==> config.mk <==
export PLATFORM = sky130hd
export DESIGN_NAME = packed_date_month_shift_top
export DESIGN_NICKNAME = d
export VERILOG_FILES = /design/src/sv/pdms_pkg.sv /design/src/sv/pdms_split.sv /design/src/sv/pdms_shift.sv /design/src/sv/pdms_pack.sv /design/src/sv/packed_date_month_shift_top.sv
export SDC_FILE = /design/constraint.sdc
export NUM_CORES = 2
export LEC_CHECK = 0
export BUFFER_PORTS_ARGS = -buffer_cell sky130_fd_sc_hd__buf_2
export CAP_MARGIN = 20
export CORE_MARGIN = 2
export CORE_UTILIZATION = 45
export CTS_CLUSTER_SIZE = 10
export DETAILED_ROUTE_END_ITERATION = 6
export SETUP_SLACK_MARGIN = 0.1
export SYNTH_ARGS = -nofsm -noshare
export SYNTH_HDL_FRONTEND = slang
export SYNTH_SLANG_ARGS = --single-unit
==> constraint.sdc <==
create_clock -name clock -period 11.55 [get_ports clock]
set_input_delay 2.31 -clock clock [delete_from_list [all_inputs] [get_ports clock]]
set_output_delay 2.31 -clock clock [all_outputs]
set_load 0.005 [all_outputs]
==> src/sv/pdms_pkg.sv <==
// shared constants, payload structs and calendar helpers for the packed date month shift
package pdms_pkg;

   localparam int DATE_W  = 27;
   localparam int DELTA_W = 18;
   localparam int OUT_W   = 25;
   localparam int STAT_W  = 2;

   localparam int DAY_SCALE   = 1000000;
   localparam int MONTH_SCALE = 10000;
   localparam int CENTURY     = 100;
   localparam int MONTHS      = 12;
   localparam int MAX_YEAR    = 9999;

   // floor(2^s / divisor): the quotient comes out exact or one low, fixed by one compare
   localparam int DAY_RECIP       = (1 << 27) / DAY_SCALE;
   localparam int MONTH_RECIP     = (1 << 20) / MONTH_SCALE;
   localparam int YEAR_CENT_RECIP = (1 << 14) / CENTURY;
   localparam int MONTH12_RECIP   = (1 << 18) / MONTHS;
   localparam int NEXT_CENT_RECIP = (1 << 15) / CENTURY;

   localparam logic [STAT_W-1:0] STATUS_OK       = 2'd0;
   localparam logic [STAT_W-1:0] STATUS_BAD_DATE = 2'd1;
   localparam logic [STAT_W-1:0] STATUS_BAD_YEAR = 2'd2;

   // unpacked input date and month offset
   typedef struct packed {
      logic [7:0]         day;
      logic [6:0]         month;
      logic [13:0]        year;
      logic [DELTA_W-1:0] delta;
   } ymd_type;

   // target date before the day clamp
   typedef struct packed {
      logic [4:0]        day;
      logic [3:0]        month;
      logic [14:0]       year;
      logic [STAT_W-1:0] status;
   } shift_type;

   function automatic logic leap_year(input logic [1:0] year_lo, input logic [6:0] year_rem,
                                      input logic [1:0] cent_lo);
      return (year_lo == 2'd0) && ((year_rem != 7'd0) || (cent_lo == 2'd0));
   endfunction

   // zero for a month outside 1..12
   function automatic logic [4:0] month_days(input logic [6:0] month, input logic leap);
      logic [4:0] days;
      days = 5'd0;
      unique case (month) inside
         7'd1, 7'd3, 7'd5, 7'd7, 7'd8, 7'd10, 7'd12: days = 5'd31;
         7'd4, 7'd6, 7'd9, 7'd11:                    days = 5'd30;
         7'd2:                                       days = leap ? 5'd29 : 5'd28;
         default:                                    days = 5'd0;
      endcase
      return days;
   endfunction

endpackage

==> src/sv/pdms_split.sv <==
// four-stage split of the packed date into day, month and year by constant reciprocals
module pdms_split (
   input  logic                         clock,
   input  logic                         reset,
   input  logic                         in_valid,
   output logic                         in_ready,
   input  logic [pdms_pkg::DATE_W-1:0]  in_date,
   input  logic [pdms_pkg::DELTA_W-1:0] in_delta,
   output logic                         out_valid,
   input  logic                         out_ready,
   output pdms_pkg::ymd_type            out_data
);
   import pdms_pkg::*;

   // stage a: approximate day quotient
   logic               a_valid_ff;
   logic [DATE_W-1:0]  a_date_ff;
   logic [DELTA_W-1:0] a_delta_ff;
   logic [7:0]         a_quot_ff;
   logic [7:0]         a_quot_in;
   logic [34:0]        a_prod;
   logic               a_ready;

   // stage b: corrected day and remainder
   logic               b_valid_ff;
   logic [7:0]         b_day_ff;
   logic [19:0]        b_rest_ff;
   logic [DELTA_W-1:0] b_delta_ff;
   logic [7:0]         b_day_in;
   logic [19:0]        b_rest_in;
   logic [DATE_W-1:0]  b_sub;
   logic [DATE_W-1:0]  b_rem;
   logic               b_ready;

   // stage c: approximate month quotient
   logic               c_valid_ff;
   logic [7:0]         c_day_ff;
   logic [19:0]        c_rest_ff;
   logic [DELTA_W-1:0] c_delta_ff;
   logic [6:0]         c_quot_ff;
   logic [6:0]         c_quot_in;
   logic [26:0]        c_prod;
   logic               c_ready;

   // stage d: corrected month and year
   logic               d_valid_ff;
   ymd_type            d_data_ff;
   ymd_type            d_data_in;
   logic [19:0]        d_sub;
   logic [19:0]        d_rem;
   logic               d_ready;

   assign d_ready  = !d_valid_ff || out_ready;
   assign c_ready  = !c_valid_ff || d_ready;
   assign b_ready  = !b_valid_ff || c_ready;
   assign a_ready  = !a_valid_ff || b_ready;
   assign in_ready = a_ready;

   assign a_prod    = 35'(in_date) * 35'(DAY_RECIP);
   assign a_quot_in = a_prod[34:27];

   always_comb begin
      b_sub = 27'(a_quot_ff) * 27'(DAY_SCALE);
      b_rem = a_date_ff - b_sub;
      if (b_rem >= 27'(DAY_SCALE)) begin
         b_day_in  = a_quot_ff + 8'd1;
         b_rest_in = 20'(b_rem - 27'(DAY_SCALE));
      end else begin
         b_day_in  = a_quot_ff;
         b_rest_in = 20'(b_rem);
      end
   end

   assign c_prod    = 27'(b_rest_ff) * 27'(MONTH_RECIP);
   assign c_quot_in = c_prod[26:20];

   always_comb begin
      d_sub           = 20'(c_quot_ff) * 20'(MONTH_SCALE);
      d_rem           = c_rest_ff - d_sub;
      d_data_in.day   = c_day_ff;
      d_data_in.delta = c_delta_ff;
      if (d_rem >= 20'(MONTH_SCALE)) begin
         d_data_in.month = c_quot_ff + 7'd1;
         d_data_in.year  = 14'(d_rem - 20'(MONTH_SCALE));
      end else begin
         d_data_in.month = c_quot_ff;
         d_data_in.year  = 14'(d_rem);
      end
   end

   always_ff @(posedge clock) begin
      if (reset) begin
         a_valid_ff <= 1'b0;
         b_valid_ff <= 1'b0;
         c_valid_ff <= 1'b0;
         d_valid_ff <= 1'b0;
      end else begin
         if (a_ready) a_valid_ff <= in_valid;
         if (b_ready) b_valid_ff <= a_valid_ff;
         if (c_ready) c_valid_ff <= b_valid_ff;
         if (d_ready) d_valid_ff <= c_valid_ff;
      end
   end

   always_ff @(posedge clock) begin
      if (a_ready) begin
         a_date_ff  <= in_date;
         a_delta_ff <= in_delta;
         a_quot_ff  <= a_quot_in;
      end
      if (b_ready) begin
         b_day_ff   <= b_day_in;
         b_rest_ff  <= b_rest_in;
         b_delta_ff <= a_delta_ff;
      end
      if (c_ready) begin
         c_day_ff   <= b_day_ff;
         c_rest_ff  <= b_rest_ff;
         c_delta_ff <= b_delta_ff;
         c_quot_ff  <= c_quot_in;
      end
      if (d_ready) begin
         d_data_ff <= d_data_in;
      end
   end

   assign out_valid = d_valid_ff;
   assign out_data  = d_data_ff;

endmodule

==> src/sv/pdms_shift.sv <==
// three-stage date check and month arithmetic giving the target year and month
module pdms_shift (
   input  logic                clock,
   input  logic                reset,
   input  logic                in_valid,
   output logic                in_ready,
   input  pdms_pkg::ymd_type   in_data,
   output logic                out_valid,
   input  logic                out_ready,
   output pdms_pkg::shift_type out_data
);
   import pdms_pkg::*;

   // stage e: month count and century estimate
   logic               e_valid_ff;
   logic [7:0]         e_day_ff;
   logic [6:0]         e_month_ff;
   logic [13:0]        e_year_ff;
   logic signed [19:0] e_total_ff;
   logic [7:0]         e_cent_ff;
   logic [17:0]        e_base;
   logic signed [19:0] e_total_in;
   logic [21:0]        e_cprod;
   logic [7:0]         e_cent_in;
   logic               e_ready;

   // stage f: validity and year estimate
   logic               f_valid_ff;
   logic               f_bad_ff;
   logic               f_neg_ff;
   logic [17:0]        f_tot_ff;
   logic [14:0]        f_quot_ff;
   logic [4:0]         f_day_ff;
   logic [13:0]        f_crem;
   logic [7:0]         f_cent;
   logic [13:0]        f_yrem;
   logic               f_leap;
   logic [4:0]         f_dim;
   logic               f_bad_in;
   logic [32:0]        f_qprod;
   logic [14:0]        f_quot_in;
   logic               f_ready;

   // stage g: corrected year and month
   logic               g_valid_ff;
   shift_type          g_data_ff;
   shift_type          g_data_in;
   logic [17:0]        g_sub;
   logic [17:0]        g_rem;
   logic [17:0]        g_month0;
   logic               g_over;
   logic               g_ready;

   assign g_ready  = !g_valid_ff || out_ready;
   assign f_ready  = !f_valid_ff || g_ready;
   assign e_ready  = !e_valid_ff || f_ready;
   assign in_ready = e_ready;

   // months since year zero, month counted from zero
   always_comb begin
      e_base     = 18'(in_data.year) * 18'(MONTHS) + 18'(in_data.month);
      e_total_in = $signed({2'b00, e_base})
                 + $signed({{2{in_data.delta[DELTA_W-1]}}, in_data.delta}) - 20'sd1;
      e_cprod    = 22'(in_data.year) * 22'(YEAR_CENT_RECIP);
      e_cent_in  = e_cprod[21:14];
   end

   always_comb begin
      f_crem = e_year_ff - 14'(e_cent_ff) * 14'(CENTURY);
      if (f_crem >= 14'(CENTURY)) begin
         f_cent = e_cent_ff + 8'd1;
         f_yrem = f_crem - 14'(CENTURY);
      end else begin
         f_cent = e_cent_ff;
         f_yrem = f_crem;
      end
      f_leap    = leap_year(e_year_ff[1:0], f_yrem[6:0], f_cent[1:0]);
      f_dim     = month_days(e_month_ff, f_leap);
      f_bad_in  = (f_dim == 5'd0) || (e_day_ff == 8'd0) || (e_day_ff > {3'b000, f_dim});
      f_qprod   = 33'(e_total_ff[17:0]) * 33'(MONTH12_RECIP);
      f_quot_in = f_qprod[32:18];
   end

   always_comb begin
      g_sub = 18'(f_quot_ff) * 18'(MONTHS);
      g_rem = f_tot_ff - g_sub;
      if (g_rem >= 18'(MONTHS)) begin
         g_data_in.year = f_quot_ff + 15'd1;
         g_month0       = g_rem - 18'(MONTHS);
      end else begin
         g_data_in.year = f_quot_ff;
         g_month0       = g_rem;
      end
      g_over          = g_data_in.year > 15'(MAX_YEAR);
      g_data_in.month = g_month0[3:0] + 4'd1;
      g_data_in.day   = f_day_ff;
      if (f_bad_ff) begin
         g_data_in.status = STATUS_BAD_DATE;
      end else if (f_neg_ff || g_over) begin
         g_data_in.status = STATUS_BAD_YEAR;
      end else begin
         g_data_in.status = STATUS_OK;
      end
   end

   always_ff @(posedge clock) begin
      if (reset) begin
         e_valid_ff <= 1'b0;
         f_valid_ff <= 1'b0;
         g_valid_ff <= 1'b0;
      end else begin
         if (e_ready) e_valid_ff <= in_valid;
         if (f_ready) f_valid_ff <= e_valid_ff;
         if (g_ready) g_valid_ff <= f_valid_ff;
      end
   end

   always_ff @(posedge clock) begin
      if (e_ready) begin
         e_day_ff   <= in_data.day;
         e_month_ff <= in_data.month;
         e_year_ff  <= in_data.year;
         e_total_ff <= e_total_in;
         e_cent_ff  <= e_cent_in;
      end
      if (f_ready) begin
         f_bad_ff  <= f_bad_in;
         f_neg_ff  <= e_total_ff[19];
         f_tot_ff  <= e_total_ff[17:0];
         f_quot_ff <= f_quot_in;
         f_day_ff  <= e_day_ff[4:0];
      end
      if (g_ready) begin
         g_data_ff <= g_data_in;
      end
   end

   assign out_valid = g_valid_ff;
   assign out_data  = g_data_ff;

endmodule

==> src/sv/pdms_pack.sv <==
// three-stage day clamp to the target month and repack into DDMMYYYY
module pdms_pack (
   input  logic                        clock,
   input  logic                        reset,
   input  logic                        in_valid,
   output logic                        in_ready,
   input  pdms_pkg::shift_type         in_data,
   output logic                        out_valid,
   input  logic                        out_ready,
   output logic [pdms_pkg::OUT_W-1:0]  out_date,
   output logic [pdms_pkg::STAT_W-1:0] out_status
);
   import pdms_pkg::*;

   // stage h: century estimate of the target year
   logic              h_valid_ff;
   shift_type         h_data_ff;
   logic [8:0]        h_cent_ff;
   logic [23:0]       h_prod;
   logic [8:0]        h_cent_in;
   logic              h_ready;

   // stage i: leap rule and day clamp
   logic              i_valid_ff;
   logic [4:0]        i_day_ff;
   logic [3:0]        i_month_ff;
   logic [14:0]       i_year_ff;
   logic [STAT_W-1:0] i_status_ff;
   logic [14:0]       i_crem;
   logic [8:0]        i_cent;
   logic [14:0]       i_yrem;
   logic              i_leap;
   logic [4:0]        i_dim;
   logic [4:0]        i_day_in;
   logic              i_ready;

   // stage j: repack
   logic              j_valid_ff;
   logic [OUT_W-1:0]  j_date_ff;
   logic [STAT_W-1:0] j_status_ff;
   logic [OUT_W-1:0]  j_date_in;
   logic              j_ready;

   assign j_ready  = !j_valid_ff || out_ready;
   assign i_ready  = !i_valid_ff || j_ready;
   assign h_ready  = !h_valid_ff || i_ready;
   assign in_ready = h_ready;

   assign h_prod    = 24'(in_data.year) * 24'(NEXT_CENT_RECIP);
   assign h_cent_in = h_prod[23:15];

   always_comb begin
      i_crem = h_data_ff.year - 15'(h_cent_ff) * 15'(CENTURY);
      if (i_crem >= 15'(CENTURY)) begin
         i_cent = h_cent_ff + 9'd1;
         i_yrem = i_crem - 15'(CENTURY);
      end else begin
         i_cent = h_cent_ff;
         i_yrem = i_crem;
      end
      i_leap   = leap_year(h_data_ff.year[1:0], i_yrem[6:0], i_cent[1:0]);
      i_dim    = month_days(7'(h_data_ff.month), i_leap);
      i_day_in = (h_data_ff.day > i_dim) ? i_dim : h_data_ff.day;
   end

   always_comb begin
      if (i_status_ff == STATUS_OK) begin
         j_date_in = 25'(i_day_ff) * 25'(DAY_SCALE) + 25'(i_month_ff) * 25'(MONTH_SCALE)
                   + 25'(i_year_ff);
      end else begin
         j_date_in = '0;
      end
   end

   always_ff @(posedge clock) begin
      if (reset) begin
         h_valid_ff <= 1'b0;
         i_valid_ff <= 1'b0;
         j_valid_ff <= 1'b0;
      end else begin
         if (h_ready) h_valid_ff <= in_valid;
         if (i_ready) i_valid_ff <= h_valid_ff;
         if (j_ready) j_valid_ff <= i_valid_ff;
      end
   end

   always_ff @(posedge clock) begin
      if (h_ready) begin
         h_data_ff <= in_data;
         h_cent_ff <= h_cent_in;
      end
      if (i_ready) begin
         i_day_ff    <= i_day_in;
         i_month_ff  <= h_data_ff.month;
         i_year_ff   <= h_data_ff.year;
         i_status_ff <= h_data_ff.status;
      end
      if (j_ready) begin
         j_date_ff   <= j_date_in;
         j_status_ff <= i_status_ff;
      end
   end

   assign out_valid  = j_valid_ff;
   assign out_date   = j_date_ff;
   assign out_status = j_status_ff;

endmodule

==> src/sv/packed_date_month_shift_top.sv <==
// Packed date month shift: moves a DDMMYYYY date by a signed number of months.
// Request channel (req_valid/req_ready) carries req_packed_date and the signed
// req_month_delta; response channel (rsp_valid/rsp_ready) returns rsp_shifted_date
// and rsp_status (ok, input date invalid, target year outside 0..9999).
// One response for every request, in order; shifted_date is zero unless status is ok.
// The datapath is a ten-stage pipeline: split by reciprocal multiplies (four stages),
// date check and month arithmetic (three), leap rule, day clamp and repack (three).
// One request is taken every cycle while the response side keeps up.
// Each stage holds its item until the next stage frees, so a stalled rsp_ready backs
// up stage by stage: empty stages still fill and req_ready drops only once the
// pipeline is full. Nothing is dropped or repeated under a stall.
// Synchronous reset clears all stage valid bits; req_ready is high the cycle after.
module packed_date_month_shift_top (
   input  logic                         clock,
   input  logic                         reset,
   input  logic                         req_valid,
   output logic                         req_ready,
   input  logic [pdms_pkg::DATE_W-1:0]  req_packed_date,
   input  logic [pdms_pkg::DELTA_W-1:0] req_month_delta,
   output logic                         rsp_valid,
   input  logic                         rsp_ready,
   output logic [pdms_pkg::OUT_W-1:0]   rsp_shifted_date,
   output logic [pdms_pkg::STAT_W-1:0]  rsp_status
);
   import pdms_pkg::*;

   logic      split_valid;
   logic      split_ready;
   ymd_type   split_data;
   logic      shift_valid;
   logic      shift_ready;
   shift_type shift_data;

   pdms_split u_split (
      .clock     (clock),
      .reset     (reset),
      .in_valid  (req_valid),
      .in_ready  (req_ready),
      .in_date   (req_packed_date),
      .in_delta  (req_month_delta),
      .out_valid (split_valid),
      .out_ready (split_ready),
      .out_data  (split_data)
   );

   pdms_shift u_shift (
      .clock     (clock),
      .reset     (reset),
      .in_valid  (split_valid),
      .in_ready  (split_ready),
      .in_data   (split_data),
      .out_valid (shift_valid),
      .out_ready (shift_ready),
      .out_data  (shift_data)
   );

   pdms_pack u_pack (
      .clock      (clock),
      .reset      (reset),
      .in_valid   (shift_valid),
      .in_ready   (shift_ready),
      .in_data    (shift_data),
      .out_valid  (rsp_valid),
      .out_ready  (rsp_ready),
      .out_date   (rsp_shifted_date),
      .out_status (rsp_status)
   );

`ifndef SYNTHESIS
   // a failed result never carries a date
   assert property (@(posedge clock) disable iff (reset)
      rsp_valid && (rsp_status != STATUS_OK) |-> (rsp_shifted_date == '0))
      else $error("nonzero date on a failed result");

   assert property (@(posedge clock) disable iff (reset)
      rsp_valid |-> (rsp_status == STATUS_OK) || (rsp_status == STATUS_BAD_DATE)
                    || (rsp_status == STATUS_BAD_YEAR))
      else $error("undefined status code");

   // an accepted target must have a real month, a nonzero day and a year up to 9999
   assert property (@(posedge clock) disable iff (reset)
      shift_valid && (shift_data.status == STATUS_OK) |->
         (shift_data.month >= 4'd1) && (shift_data.month <= 4'd12)
         && (shift_data.day != 5'd0) && (shift_data.year <= 15'(MAX_YEAR)))
      else $error("target date out of range on an ok item");

   // the pipeline is empty right after reset
   assert property (@(posedge clock) reset |=> req_ready && !rsp_valid)
      else $error("pipeline not empty after reset");
`endif

endmodule
==> impl_results.md <==
- Worst-case hold path end point: u_split.b_delta_ff[12]
- Largest net degree at the start of global routing: 59
- Core Util, Final: 49.3%
- Number of non-filler instances in the completed layout: 4900
- Clk Latency, worst-skew pair: 620 ps
- Vias in the first global route: 25.1k
- Seq cells post-synth: 419
- Number of distinct library cells after synthesis: 77
- MaxCap Viol Count: 0
- Critical Path Fanout Max: 58
- Setup slack on the worst flop-to-flop path: 4570 ps
- Die Span X: 296 µm
- Final RePlAce weighted congestion: 0.847
- Slew margin rel.: 18.1%
- Top post-synthesis cells by area: sky130_fd_sc_hd__edfxtp_1 (32%), sky130_fd_sc_hd__ha_1 (24%), sky130_fd_sc_hd__fa_1 (12%)
- Synthesis-to-layout area growth: 8.96%
- Nets: 4742
- Filler cell count in the final layout: 7852
- Number of buffers added to fix hold violations after cts: 0
- Netlist Area Pre-Place: 0.0384 mm²
- Post-DP HPWL: 62800 µm
- Reg clk slew, reported paths: 50 ps
- Antenna violation net count after detailed routing: 0
- Number of detailed-route iterations in the first pass: 5
- Overall overflow remaining after global route: 0
- Fraction of layout instances using a drive strength above 1: 5.35%
- Highest attainable clock frequency: 0.137 GHz
- Worst slew pin tran: 1220 ps
- Critical R2R Launch: u_split.a_quot_ff[2]
- Worst slack at placement: 4180 ps
- Antenna violations before repair: 1
- Placed cells: 4810
- Library cell with the largest summed area after synthesis: sky130_fd_sc_hd__edfxtp_1
- Chain of cells forming the critical path: buf_2 -> nor2b_1 -> and2_1 -> and3_1 -> nand3_2 -> buf_4 -> nor2_1 -> nand4_1 -> buf_4 -> buf_2
- Most frequently used cell type in the post-synthesis netlist: sky130_fd_sc_hd__ha_1
- Number of pins exceeding their max-slew limit in the final report: 0
- Layout Skew: 32.5 ps
- Setup violations, final: 0
- Die Area: 0.0876 mm²
- Routed len/inst: 15.6 µm
- Kind of start point of the critical path: primary input
- Setup tns final: 0 ps
- Routed Wire Length: 76500 µm
- CTS tree: done
- Setup fix buffers added after clock tree synthesis: 0
- Endpoints failing hold: 0
- Share of flip-flops with an asynchronous set or reset after synthesis: 0%
- Crit path DAT: 5010 ps
- Part of the cycle the worst path needs: 63.4%
- Largest stage delay on the critical path: 610 ps
- Area fraction of the dominant cell type after synthesis: 32.0%
- Maximum buffer depth of the clock tree: 3
- Main synth FF type: sky130_fd_sc_hd__edfxtp_1
- Global-route wire length before repair: 127000 µm
- Cells on Worst Hold Path: 0
- Number of buffers added on ports: 77
- Depth of the CTS H-tree: 2
- Bufs and invs on worst path: 4
- Critical path data required time: 9240 ps
- # rows: 107
- Remaining design rule violation count: 0
- Worst hold-check path type: flip-flop to flip-flop
- Kind of capture point of the worst setup path: output port
- Capture instance of the worst register-to-register path: u_split.b_rest_ff[11]
- CTS root buffer: sky130_fd_sc_hd__clkbuf_16
- Top-level I/O count: 78
- Final setup margin: 4230 ps
- Outcome: completed
- TritonCTS Buffers: 52
- Crit path kind: primary input to output port
- Starting density of the core: 45.2%
- Via count of the routed design: 24.8k
- Number of warnings issued by yosys: 0
- CP max stage cell: sky130_fd_sc_hd__buf_4
- Hold wc startpoint: u_split.a_delta_ff[12]
- Top post-synthesis cells by count: sky130_fd_sc_hd__ha_1 (744), sky130_fd_sc_hd__inv_1 (731), sky130_fd_sc_hd__edfxtp_1 (409)
- RSZ-0062 raised after global routing: no
- Count of flip-flops with a built-in enable after synthesis: 409
- Synthesized Nets: 4620
- Reg2reg path depth: 25
- Area of the core: 0.0849 mm²
- Synth Area per Inst: 10.7 µm²
- Kind of cell adding the most delay to the critical path: buffers and inverters
- Total routing usage reported by global routing: 18.2%
- Gate count of the mapped netlist: 3599
- Post-layout min period: 7320 ps
- Proportion of synthesized chip area in sequential cells: 32.5%
- First-iteration detailed-routing DRC count: 1181
- Routed via count divided by cell count: 5.06
- CTS Sinks: 419
- # resized after CTS: 0
- Vertical extent of the die: 296 µm
how the worst max path moves through the flow:
| stage | startpoint | end | slack [ps] | depth (start not counted) |
|---|---|---|---|---|
| after floorplan | rsp_ready | req_ready | 2590 | 6 |
| after global placement | rsp_ready | req_ready | 4220 | 10 |
| after detailed placement | rsp_ready | req_ready | 4180 | 10 |
| after CTS | rsp_ready | req_ready | 4170 | 10 |
| after global routing | rsp_ready | req_ready | 3960 | 10 |
| final | rsp_ready | req_ready | 4230 | 10 |
per-stage QoR:
step / area [µm²] / hold slack, ps
3_3_place_gp: 40200 / 400
5_1_grt: 41800 / 419
6_report: 41800 / 410
2_1_floorplan: 38400 / 400
4_1_cts: 41800 / 411
3_5_place_dp: 40200 / 405
layer usage:
layer	GRT usage, %	vias to the layer above	wire length (µm)
li1	-	12700	-
met1	23.3	11700	35100
met2	32.5	297	37500
met3	2.04	95	2240
met4	4.64	0	1660
met5	0	-	0
final cells by class:
cell class | instances | area (µm²) | area share [%]
diodes | 1 | 2.50 | 0.00599
clock buffers | 71 | 1400 | 3.35
clock inverters | 17 | 188 | 0.449
inverters | 731 | 2740 | 6.56
multi-input cells | 2432 | 23100 | 55.2
flip-flops and latches | 419 | 12500 | 29.9
well taps | 1144 | 1430 | 3.42
repair buffers | 85 | 465 | 1.11
cells in the final DEF, fill, tap and decap left out, drive strengths merged, types with 22 or more instances in the layout:
| master | Yosys | layout |
|---|---|---|
| nor2b | 33 | 33 |
| a31oi | 30 | 30 |
| nand2b | 32 | 32 |
| edfxtp | 409 | 409 |
| o211ai | 26 | 26 |
| a21o | 49 | 49 |
| o21bai | 31 | 31 |
| and2 | 26 | 26 |
| ha | 744 | 744 |
| a211oi | 22 | 22 |
| inv | 731 | 733 |
| nor2 | 184 | 184 |
| clkbuf | 14 | 71 |
| xor2 | 69 | 69 |
| o21ai | 119 | 119 |
| nand3 | 51 | 51 |
| or2 | 25 | 25 |
| fa | 228 | 228 |
| o21a | 34 | 34 |
| xnor2 | 154 | 154 |
| nor3 | 60 | 60 |
| and3 | 25 | 25 |
| a21oi | 160 | 160 |
| buf | 3 | 85 |
| nand2 | 103 | 103 |
logic make-up (layout without fill, tap and decap cells):
group / count (synthesis) / after routing / share of synthesized area [%]
other: 0 / 1 / 0
adders and majority gates: 972 / 972 / 36.2
buffers and inverters: 748 / 904 / 7.33
and+or+nand+nor: 622 / 622 / 8.14
muxes: 22 / 22 / 0.597
AOI/OAI and AO/OA: 593 / 593 / 10.2
xor gates and xnor gates: 223 / 223 / 5.09
DFF: 419 / 419 / 32.5
state kept, by name, indices dropped and copies added (netlist names), 9 cells and up:
register and count:
u_split.out_data 47, u_split.a_date_ff 27, u_pack.h_data_ff 26, u_shift.out_data 26, u_pack.out_date 25, u_split.b_rest_ff 20, u_split.c_rest_ff 20, u_shift.e_total_ff 19
u_shift.f_tot_ff 18, u_split.a_delta_ff 18, u_split.b_delta_ff 18, u_split.c_delta_ff 18, u_pack.i_year_ff 15, u_shift.f_quot_ff 15, u_shift.e_year_ff 14, u_pack.h_cent_ff 9
Power is left out: the tool's default activity adds up to more than one toggle a clock period on the data nets, which glitch-free logic cannot reach.
